## config.mk

```make
export PLATFORM = sky130hd
export DESIGN_NAME = radix_string_to_integer
export DESIGN_NICKNAME = d
export VERILOG_FILES = /design/src/sv/rsi_pkg.sv /design/src/sv/rsi_cell.sv /design/src/sv/radix_string_to_integer.sv
export SDC_FILE = /design/constraint.sdc
export NUM_CORES = 2
export LEC_CHECK = 0
export ABC_AREA = 1
export BUFFER_PORTS_ARGS = -buffer_cell sky130_fd_sc_hd__buf_2
export CAP_MARGIN = 5
export CORE_UTILIZATION = 34
export CTS_BUF_LIST = sky130_fd_sc_hd__clkbuf_16
export DETAILED_ROUTE_END_ITERATION = 10
export GPL_TIMING_DRIVEN = 0
export PLACE_DENSITY_LB_ADDON = 0.1
export SLEW_MARGIN = 10
export SYNTH_ARGS = -nofsm -noshare
export SYNTH_HDL_FRONTEND = slang
export SYNTH_SLANG_ARGS = --single-unit
```

## constraint.sdc

```tcl
create_clock -name clock -period 50.1 [get_ports clock]
set_input_delay 10.02 -clock clock [delete_from_list [all_inputs] [get_ports clock]]
set_output_delay 10.02 -clock clock [all_outputs]
set_load 0.01 [all_outputs]
```

## src/sv/rsi_pkg.sv

```systemverilog
`default_nettype none

package rsi_pkg;

   localparam int MAX_BASE_DEF = 128;

   localparam logic [1:0] KIND_CLEAR  = 2'd0;
   localparam logic [1:0] KIND_APPEND = 2'd1;
   localparam logic [1:0] KIND_CHAR   = 2'd2;

   localparam logic [1:0] STATUS_OK      = 2'd0;
   localparam logic [1:0] STATUS_BAD_BASE = 2'd1;
   localparam logic [1:0] STATUS_NO_DIGIT = 2'd2;

   localparam logic [7:0] CH_BANG  = 8'h21;
   localparam logic [7:0] CH_TILDE = 8'h7E;
   localparam logic [7:0] CH_TAB   = 8'h09;
   localparam logic [7:0] CH_CR    = 8'h0D;
   localparam logic [7:0] CH_SPACE = 8'h20;
   localparam logic [7:0] CH_PLUS  = 8'h2B;
   localparam logic [7:0] CH_MINUS = 8'h2D;

   typedef enum logic [1:0] {
      PH_SPACE,
      PH_SIGN,
      PH_DIGIT,
      PH_FROZEN
   } phase_type;

   typedef enum logic {
      ST_IDLE,
      ST_EXEC
   } ctrl_type;

   typedef struct packed {
      logic [1:0] kind;
      logic [7:0] symbol;
      logic       last;
   } req_payload_type;

   typedef struct packed {
      logic signed [31:0] value;
      logic [1:0]         status;
   } rsp_payload_type;

endpackage

`default_nettype wire

```

## src/sv/rsi_cell.sv

```systemverilog
`default_nettype none

module rsi_cell (
   input  wire logic       clock,
   input  wire logic       shift,
   input  wire logic [7:0] prev_sym,
   output logic [7:0]      sym,
   input  wire logic       load,
   input  wire logic       active,
   input  wire logic [7:0] query,
   output logic            hit
);

   logic [7:0] sym_ff;
   logic       hit_ff;

   always_ff @(posedge clock) begin
      if (shift) begin
         sym_ff <= prev_sym;
      end
      if (load) begin
         hit_ff <= active && (sym_ff == query);
      end
   end

   assign sym = sym_ff;
   assign hit = hit_ff;

endmodule

`default_nettype wire

```

## src/sv/radix_string_to_integer.sv

```systemverilog
// Channel  Ports                              Direction  Payload
// req      req_valid req_stall req_payload    in         kind, symbol, last
// rsp      rsp_valid rsp_stall rsp_payload    out        value, status
//
// On accept every alphabet cell registers its symbol compare; the parse or
// load step is applied when the block leaves its execute state.
// Symbols enter the cell chain at cell 0 and shift toward the tail on append.
// A result waits in the output register; a further result holds the block
// in its execute state until that register frees. Reset is synchronous and
// clears the alphabet length, the error flag, the parser, the state and rsp valid.
`default_nettype none

module radix_string_to_integer #(
   parameter int MAX_BASE = rsi_pkg::MAX_BASE_DEF
) (
   input  wire logic                     clock,
   input  wire logic                     reset,
   input  wire logic                     req_valid,
   output logic                          req_stall,
   input  wire rsi_pkg::req_payload_type req_payload,
   output logic                          rsp_valid,
   input  wire logic                     rsp_stall,
   output rsi_pkg::rsp_payload_type      rsp_payload
);

   localparam int POS_W = $clog2(MAX_BASE);
   localparam int CNT_W = $clog2(MAX_BASE + 1);

   rsi_pkg::ctrl_type        state_ff, state_in;
   rsi_pkg::req_payload_type item_ff;
   rsi_pkg::phase_type       phase_ff, phase_in;
   logic [CNT_W-1:0]         count_ff, count_in;
   logic                     bad_ff, bad_in;
   logic                     minus_ff, minus_in;
   logic [31:0]              acc_ff, acc_in;
   logic                     seen_ff, seen_in;
   logic                     rsp_valid_ff, rsp_valid_in;
   rsi_pkg::rsp_payload_type rsp_payload_ff, rsp_payload_in;

   logic                     accept;
   logic                     shift;
   logic [MAX_BASE-1:0]      hits;
   logic [7:0]               syms [MAX_BASE];

   assign req_stall = (state_ff != rsi_pkg::ST_IDLE);
   assign accept    = req_valid && !req_stall;

   genvar g;
   generate
      for (g = 0; g < MAX_BASE; g++) begin : g_cell
         rsi_cell u_cell (
            .clock    (clock),
            .shift    (shift),
            .prev_sym ((g == 0) ? item_ff.symbol : syms[(g == 0) ? 0 : g - 1]),
            .sym      (syms[g]),
            .load     (accept),
            .active   (CNT_W'(g) < count_ff),
            .query    (req_payload.symbol),
            .hit      (hits[g])
         );
      end
   endgenerate

   always_comb begin
      logic             any_hit;
      logic [POS_W-1:0] pos;
      logic [31:0]      digit;
      logic [7:0]       c;
      logic             need_rsp;
      logic             done;
      logic             used;
      rsi_pkg::phase_type ph;
      logic [1:0]       status;

      any_hit = 1'b0;
      pos     = '0;
      for (int p = 0; p < MAX_BASE; p++) begin
         any_hit = any_hit | hits[p];
         pos     = pos | (hits[p] ? POS_W'(p) : '0);
      end
      digit = 32'(count_ff - CNT_W'(1) - CNT_W'(pos));

      c        = item_ff.symbol;
      need_rsp = (item_ff.kind == rsi_pkg::KIND_CHAR) && item_ff.last;
      done     = !need_rsp || !rsp_valid_ff || !rsp_stall;

      state_in       = state_ff;
      phase_in       = phase_ff;
      count_in       = count_ff;
      bad_in         = bad_ff;
      minus_in       = minus_ff;
      acc_in         = acc_ff;
      seen_in        = seen_ff;
      shift          = 1'b0;
      rsp_valid_in   = rsp_valid_ff && rsp_stall;
      rsp_payload_in = rsp_payload_ff;
      used           = 1'b0;
      ph             = phase_ff;
      status         = rsi_pkg::STATUS_OK;

      case (state_ff)
         rsi_pkg::ST_IDLE: begin
            if (accept) begin
               state_in = rsi_pkg::ST_EXEC;
            end
         end
         rsi_pkg::ST_EXEC: begin
            if (done) begin
               state_in = rsi_pkg::ST_IDLE;
               case (item_ff.kind)
                  rsi_pkg::KIND_CLEAR: begin
                     count_in = '0;
                     bad_in   = 1'b0;
                  end
                  rsi_pkg::KIND_APPEND: begin
                     if (c == rsi_pkg::CH_PLUS || c == rsi_pkg::CH_MINUS ||
                         c < rsi_pkg::CH_BANG || c > rsi_pkg::CH_TILDE || any_hit ||
                         count_ff >= CNT_W'(MAX_BASE)) begin
                        bad_in = 1'b1;
                     end else begin
                        shift    = 1'b1;
                        count_in = count_ff + CNT_W'(1);
                     end
                  end
                  rsi_pkg::KIND_CHAR: begin
                     if (ph == rsi_pkg::PH_SPACE) begin
                        if (c inside {[rsi_pkg::CH_TAB:rsi_pkg::CH_CR], rsi_pkg::CH_SPACE}) begin
                           used = 1'b1;
                        end else begin
                           ph = rsi_pkg::PH_SIGN;
                        end
                     end
                     if (!used && ph == rsi_pkg::PH_SIGN) begin
                        if (c == rsi_pkg::CH_PLUS || c == rsi_pkg::CH_MINUS) begin
                           used = 1'b1;
                           if (c == rsi_pkg::CH_MINUS) begin
                              minus_in = !minus_ff;
                           end
                        end else begin
                           ph = rsi_pkg::PH_DIGIT;
                        end
                     end
                     if (!used && ph == rsi_pkg::PH_DIGIT) begin
                        if (!any_hit) begin
                           ph = rsi_pkg::PH_FROZEN;
                        end else begin
                           acc_in  = 32'(acc_ff * 32'(count_ff)) + digit;
                           seen_in = 1'b1;
                        end
                     end
                     phase_in = ph;
                     if (item_ff.last) begin
                        if (bad_ff || count_ff < CNT_W'(2)) begin
                           status = rsi_pkg::STATUS_BAD_BASE;
                        end else if (!seen_in) begin
                           status = rsi_pkg::STATUS_NO_DIGIT;
                        end
                        rsp_valid_in          = 1'b1;
                        rsp_payload_in.status = status;
                        rsp_payload_in.value  = '0;
                        if (status == rsi_pkg::STATUS_OK) begin
                           rsp_payload_in.value = minus_in ? (32'd0 - acc_in) : acc_in;
                        end
                        phase_in = rsi_pkg::PH_SPACE;
                        minus_in = 1'b0;
                        acc_in   = '0;
                        seen_in  = 1'b0;
                     end
                  end
                  default: begin
                  end
               endcase
            end
         end
         default: begin
            state_in = rsi_pkg::ST_IDLE;
         end
      endcase
   end

   always_ff @(posedge clock) begin
      if (reset) begin
         state_ff     <= rsi_pkg::ST_IDLE;
         phase_ff     <= rsi_pkg::PH_SPACE;
         count_ff     <= '0;
         bad_ff       <= 1'b0;
         minus_ff     <= 1'b0;
         acc_ff       <= '0;
         seen_ff      <= 1'b0;
         rsp_valid_ff <= 1'b0;
      end else begin
         state_ff     <= state_in;
         phase_ff     <= phase_in;
         count_ff     <= count_in;
         bad_ff       <= bad_in;
         minus_ff     <= minus_in;
         acc_ff       <= acc_in;
         seen_ff      <= seen_in;
         rsp_valid_ff <= rsp_valid_in;
      end
   end

   always_ff @(posedge clock) begin
      if (accept) begin
         item_ff <= req_payload;
      end
      rsp_payload_ff <= rsp_payload_in;
   end

   assign rsp_valid   = rsp_valid_ff;
   assign rsp_payload = rsp_payload_ff;

endmodule

`default_nettype wire

```

* After elaboration in Yosys (flattened, before gate mapping)
Cells that the tools add are included.
** Cells by class
- Magnitude comparators :: 134
- Equal/unequal tests :: 137
- Bitwise logic cells :: 254
- $mul :: 1
- Mux-type cells :: 191
- Reductions and logical operators :: 158
- Add/sub/neg operators :: 5
** Operator list (number)
- $eq A8 B8 Y1 :: 128
- $lt A7 B8 Y1 const A :: 64
- $mux W7 :: 64
- $or A7 B7 Y7 :: 63
- $lt A6 B8 Y1 const A :: 32
- $mux W32 :: 7
- $mux W6 :: 32
- $or A6 B6 Y6 :: 31
- $logic_and A1 B1 Y1 :: 134
- $lt A5 B8 Y1 const A :: 16
- $or A1 B1 Y1 :: 127
- $mux W5 :: 16
- $or A5 B5 Y5 :: 15
- $lt A4 B8 Y1 const A :: 8
- $mux W2 :: 21
- $mux W1 :: 35
- $add A32 B32 Y32 :: 1
- $lt A3 B8 Y1 const A :: 4
- $mul A32 B8 Y32 :: 1
- $mux W4 :: 8
- $sub A1 B32 Y32 const A :: 1
- $or A4 B4 Y4 :: 7
- $eq A8 B6 Y1 const B :: 3
- $lt A1 B8 Y1 const A :: 2
- other kinds (32) :: 60
** Storage, ports and cells
- Input bits :: 15
- Output and inout port bits :: 36
- Logic and storage cells :: 1149
- Register bits :: 1244

* Longest topological paths before layout
- Word-level depth :: 139
- Mapped depth :: 44
- Mapped depth without buffers :: 44

* Cells and area by module
A second synthesis with hierarchy kept.
** Unflattened totals
- Cell total of the unflattened synthesis :: 8162
- Area, all modules :: 70388.8 sq um
** Modules (own cells, without submodules)
- rsi_cell :: area each 422.9 sq um, seq. area each 270.3 sq um, cells an instance 44, instances 128
- radix_string_to_integer :: area each 16256.8 sq um, seq. area each 2292.2 sq um, cells an instance 2530, instances 1

* Worst setup path before layout
OpenSTA, ideal clock, no wires.
- Path kind :: input to register
- Start point :: input port rsp_stall
- End point :: register count_ff[1]
- Path slack :: 17.795 ns
- Path buffers :: 0
- Required time :: 49.962 ns
- Arrival time :: 32.167 ns
- Setup time :: 0.138 ns
- Stages on the path :: 7
- Cell sequence :: nand2_1 > o21ai_0 > inv_1 > nand2_1 > inv_1 > a22oi_1 > nor2_1
** On the way
- Longest elaborated chain between the ends :: 3
** Ends and longest elaborated chain
- start: declaration :: line radix_string_to_integer.sv:22 : input wire logic rsp_stall,
- $logic_not A1 Y1 :: line radix_string_to_integer.sv:85 : done = !need_rsp || !rsp_valid_ff || !rsp_stall;
- $logic_or A1 B1 Y1 :: line radix_string_to_integer.sv:85
- $reduce_and A4 Y1 (no source line)
- end signal: assignment :: line radix_string_to_integer.sv:194 : count_ff <= count_in;
- end: declaration :: line radix_string_to_integer.sv:32 : logic [CNT_W-1:0] count_ff, count_in;
Every way passes these cells.
A chain may end at the register's enable or synchronous reset.

* Final worst setup path
- Start point :: input port req_payload[4] (netlist name)
- End point :: register g_cell[120].u_cell.hit_ff, data pin
** On the way
- Longest elaborated chain between the ends :: 2
** Ends and longest elaborated chain
- start: declaration :: line radix_string_to_integer.sv:20 : input wire rsi_pkg::req_payload_type req_payload,
- $eq A8 B8 Y1 :: line rsi_cell.sv:22 : hit_ff <= active && (sym_ff == query);
- $logic_and A1 B1 Y1 :: line rsi_cell.sv:22
- end signal: assignment :: line rsi_cell.sv:22
- end: declaration :: line rsi_cell.sv:15 : logic hit_ff;
Every way passes these cells.

==> results.toml <==
[critical_path]
timing.rr.end = "rsp_payload[28]$_SDFFCE_PP0P_"
endpoint_kind = "flip-flop"
critical_path_maximum_fanout = 10
regToRegStartpoint = "g_cell[79].u_cell.hit$_DFFE_PP_"
criticalPathCategory = "in -> reg"
crit_arrival_ns = 14.57
worstPathRequired_ns = 50.62
crit_start = "req_payload[4]"
critical_path.startpoint_type = "input port"
rr_worst_depth = 39
critPathCapture = "g_cell[120].u_cell.hit$_DFFE_PP_"
timing.reg2reg.setup_slack_ns = 39.49

[global_routing]
grt_use_met3_pct = 4.432
gr-usage-all-layers_pct = 29.13
antenna_found_initial = 28
grt_max_degree = 120
gr-usage-met2_pct = 47.78
grt_busiest_layer = "met2"
grt_pass1_vias = 43310
globalRoute.totalOverflow = 0
gr-usage-met1_pct = 37.92
wire_length_of_the_first_global_routing_pass_um = 368500

[clocking]
clock_path_buffers = 3
clk_transition_reported_paths_ns = 0.06
postCtsSetupRepairBufs = 0
clkLatencyLatePin_ns = 0.83
tritoncts = "done"
cts.sink_count = 1244
root_buffer = "sky130_fd_sc_hd__clkbuf_16"
cts_hold_buffers = 0
cts_resized = 0
numCtsBuffers = 145
ctsHtreeMaxLevel = 4

[die]
initial_core_util_pct = 34.35
core_area_mm2 = 0.1837
floorplan.die.width_um = 432.7
chipHeight_um = 432.7
dieArea_mm2 = 0.1873
placement_rows = 157
floorplan.io_pins = 51

[layout]
design_area_mm2 = 0.07228
layout.nets = 5981
layout-drive-gt1-share_pct = 10.69
syn2layout_area_growth_pct = 14.57
layoutNonFillerInstCount = 8318

[timing]
timing_worst_slew_pin_value_ns = 1.439
report.final.setup_viol = 0
timing.final.hold_violations = 0
fin_crit_share_pct = 28.03
worst_slew_margin_rel_pct = 4.043
finalSetupTns_ns = 0
worst_slack_ns = 36.06
fin_skew_ns = 0.06449
max_freq_mhz = 71.20
final-max-slew-violation-count = 0
grt_setup_unrepaired = "false"
final_period_demand_of_the_worst_path_ns = 14.04

[yosys]
register_area_share_after_synthesis_pct = 58.47
yosys_most_used_dff = "sky130_fd_sc_hd__edfxtp_1"
ys_ff_latch = 1244
postSynth.asyncResetShare_pct = 0
post_synth_num_cell_types = 64
synth.avg_cell_area_um2 = 11.51
synth-edff-count = 1197
synth.yosys.warnings = 0
post_syn_nets = 5734
syn_inst = 5480
syn_area_mm2 = 0.06308

[routing]
ant_nets = 0
route.vias.total = 44840
route.detailed.wl_per_inst_um = 33.02
route.detailed.vias_per_inst = 5.390
drc_errors = 0
dr.first_iter.drc_count = 5797
drt_pre_antenna_iters = 6
totalWireLength_um = 274600

[run_status]
status = "finished, final reports clean"

[place]
dpl-instance-area_mm2 = 0.06771
post_place_setup_slack_ns = 35.34
gpl.final_weighted_congestion = 0.9992
post-dp-hpwl_um = 200000
total_of_buffers_placed_on_input_and_output_ports = 49
place_inst = 8044

[pwr]
ir_worst_vdd_mv = 0.02431
power.leakage_nw = 24.71
p_total_w = 0.002318
power_per_cell_area_mw_per_mm2 = 32.08

[hold_path]
min-delay-path-class = "reg -> reg"

[run]
cap_viol_max_count = 0
-- worst max-delay path, stage by stage --
cell,delay (ns)
sky130_fd_sc_hd__buf_2,0.11
sky130_fd_sc_hd__clkbuf_1,0.52
sky130_fd_sc_hd__inv_1,0.20
sky130_fd_sc_hd__clkbuf_1,0.93
sky130_fd_sc_hd__clkbuf_1,0.95
sky130_fd_sc_hd__clkbuf_1,1.08
sky130_fd_sc_hd__o2111ai_1,0.19
sky130_fd_sc_hd__nor4_1,0.49
-- registers in the layout, indices dropped and copies added, names as in the netlist, 2 cells and up --
signal and count:
count_ff 8, acc_ff 32, rsp_payload 34, g_cell.u_cell.hit 128
g_cell.u_cell.sym 1024, item_ff 11, phase_ff 2
-- Yosys cell counts, types with 4 or more instances --
cell	number	area, µm²
sky130_fd_sc_hd__dfxtp_1	47	940.9
sky130_fd_sc_hd__o221ai_1	4	35.03
sky130_fd_sc_hd__clkbuf_1	169	634.4
sky130_fd_sc_hd__o21ai_1	8	40.04
sky130_fd_sc_hd__xor2_1	397	3477
sky130_fd_sc_hd__a22o_1	20	175.2
sky130_fd_sc_hd__nor2_2	28	175.2
sky130_fd_sc_hd__nand2_2	27	168.9
sky130_fd_sc_hd__o2111ai_1	45	394.1
sky130_fd_sc_hd__o211ai_1	26	195.2
sky130_fd_sc_hd__nor4_1	157	982.2
sky130_fd_sc_hd__inv_2	6	22.52
sky130_fd_sc_hd__xnor2_1	323	2829
sky130_fd_sc_hd__a221o_1	9	90.09
sky130_fd_sc_hd__nor2_4	6	67.56
sky130_fd_sc_hd__nand3_1	128	640.6
sky130_fd_sc_hd__o22ai_1	60	375.4
sky130_fd_sc_hd__ha_1	52	650.6
sky130_fd_sc_hd__buf_1	55	206.5
sky130_fd_sc_hd__nor3_1	56	280.3
sky130_fd_sc_hd__nand3b_1	11	82.58
sky130_fd_sc_hd__a221oi_1	32	280.3
sky130_fd_sc_hd__o2111a_1	5	56.30
sky130_fd_sc_hd__or4_1	10	75.07
sky130_fd_sc_hd__buf_6	4	45.04
sky130_fd_sc_hd__buf_2	15	75.07
sky130_fd_sc_hd__a211oi_1	25	187.7
sky130_fd_sc_hd__o21a_1	4	30.03
sky130_fd_sc_hd__or2_2	117	732.0
sky130_fd_sc_hd__fa_1	187	3744
sky130_fd_sc_hd__inv_1	621	2331
sky130_fd_sc_hd__or2_1	7	43.79
sky130_fd_sc_hd__a2111oi_0	30	262.8
sky130_fd_sc_hd__a21oi_1	120	600.6
sky130_fd_sc_hd__nor2_1	270	1013
sky130_fd_sc_hd__nor4b_1	5	43.79
sky130_fd_sc_hd__nand3_2	5	50.05
sky130_fd_sc_hd__nand2_4	4	45.04
sky130_fd_sc_hd__nand4_1	114	713.2
sky130_fd_sc_hd__nand2_1	954	3581
sky130_fd_sc_hd__edfxtp_1	1197	35940
sky130_fd_sc_hd__o21ai_0	88	440.4
-- report_power, final --
group | total, W | leakage [nW] | internal, W | switching [W]
registers | 0.00114 | 9.12 | 0.00113 | 0.00000980
logic | 0.000142 | 13.2 | 0.0000365 | 0.000106
clock network | 0.00103 | 2.35 | 0.000562 | 0.000472
-- cell type report --
type	instances	area (µm²)
fillers	17910	111400
flip-flops and latches	1244	36890
multi-input cells	3362	22900
clock buffers	146	3654
well taps	2464	3083
inverters	628	2365
repair buffers	100	1359
plain buffers	246	1120
clock inverters	120	888.4
diodes	8	20.02
-- metal layers --
metal  part of all wire (%)  up-vias
li1                       -    19240
met1                     40    22990
met2                     47     2136
met3                    7.3      465
met4                    5.0        6
met5                  0.017        -
-- placed cells by master, fill, tap and decap left out, drive strengths merged, types with 4 or more instances in the layout --
master | netlist | routed
or4 | 10 | 10
o22ai | 60 | 60
o21ai | 100 | 100
clkbuf | 169 | 315
nor4b | 5 | 5
nand3b | 11 | 11
a22o | 20 | 20
nand2 | 986 | 986
bufinv | 0 | 5
nand3 | 134 | 134
dfxtp | 47 | 47
ha | 52 | 52
a221o | 9 | 9
o2111ai | 45 | 45
o211ai | 26 | 26
fa | 187 | 187
buf | 77 | 177
diode | 0 | 8
inv | 627 | 671
clkinv | 1 | 69
nor4 | 157 | 157
xor2 | 397 | 397
a2111oi | 30 | 30
nor2 | 304 | 304
a211oi | 25 | 25
a221oi | 32 | 32
a21oi | 120 | 120
o21a | 4 | 4
nor3 | 59 | 59
xnor2 | 323 | 323
edfxtp | 1197 | 1197
o2111a | 5 | 5
nand4 | 115 | 115
or2 | 124 | 124
o221ai | 4 | 4
-- metrics by stage --
step | hold WS [ns] | util [%]
after floorplan | 0.4264 | -
after global placement | 0.4350 | 36.16
after detailed placement | 0.4362 | 36.87
after CTS | 0.4452 | 39.34
after global routing | 0.4419 | 39.34
final | 0.4460 | 39.35
-- kinds of logic (layout without fill, tap and decap cells) --
| family | count (synthesis) | after routing | synth area share (%) |
|---|---|---|---|
| AO/OA/AOI/OAI | 493 | 493 | 5.278 |
| XOR/XNOR | 720 | 720 | 9.996 |
| adder cells (fa/ha/maj) | 239 | 239 | 6.966 |
| buffers and inverters | 874 | 1240 | 5.327 |
| flip-flops | 1244 | 1244 | 58.47 |
| other | 0 | 8 | 0 |
| AND/OR/NAND/NOR | 1910 | 1910 | 13.96 |
-- worst min-delay path by stage --
stage,from,to,slack [ns],cells after the start
after floorplan,g_cell[117].u_cell.sym[2]$_DFFE_PP_,g_cell[118].u_cell.sym[2]$_DFFE_PP_,0.43,0
after global placement,g_cell[78].u_cell.sym[1]$_DFFE_PP_,g_cell[79].u_cell.sym[1]$_DFFE_PP_,0.43,0
after detailed placement,g_cell[78].u_cell.sym[1]$_DFFE_PP_,g_cell[79].u_cell.sym[1]$_DFFE_PP_,0.44,0
after CTS,g_cell[52].u_cell.sym[7]$_DFFE_PP_,g_cell[53].u_cell.sym[7]$_DFFE_PP_,0.45,0
after global routing,g_cell[52].u_cell.sym[7]$_DFFE_PP_,g_cell[53].u_cell.sym[7]$_DFFE_PP_,0.44,0
final,g_cell[52].u_cell.sym[7]$_DFFE_PP_,g_cell[53].u_cell.sym[7]$_DFFE_PP_,0.45,0
(Power assumes the default switching activity.)
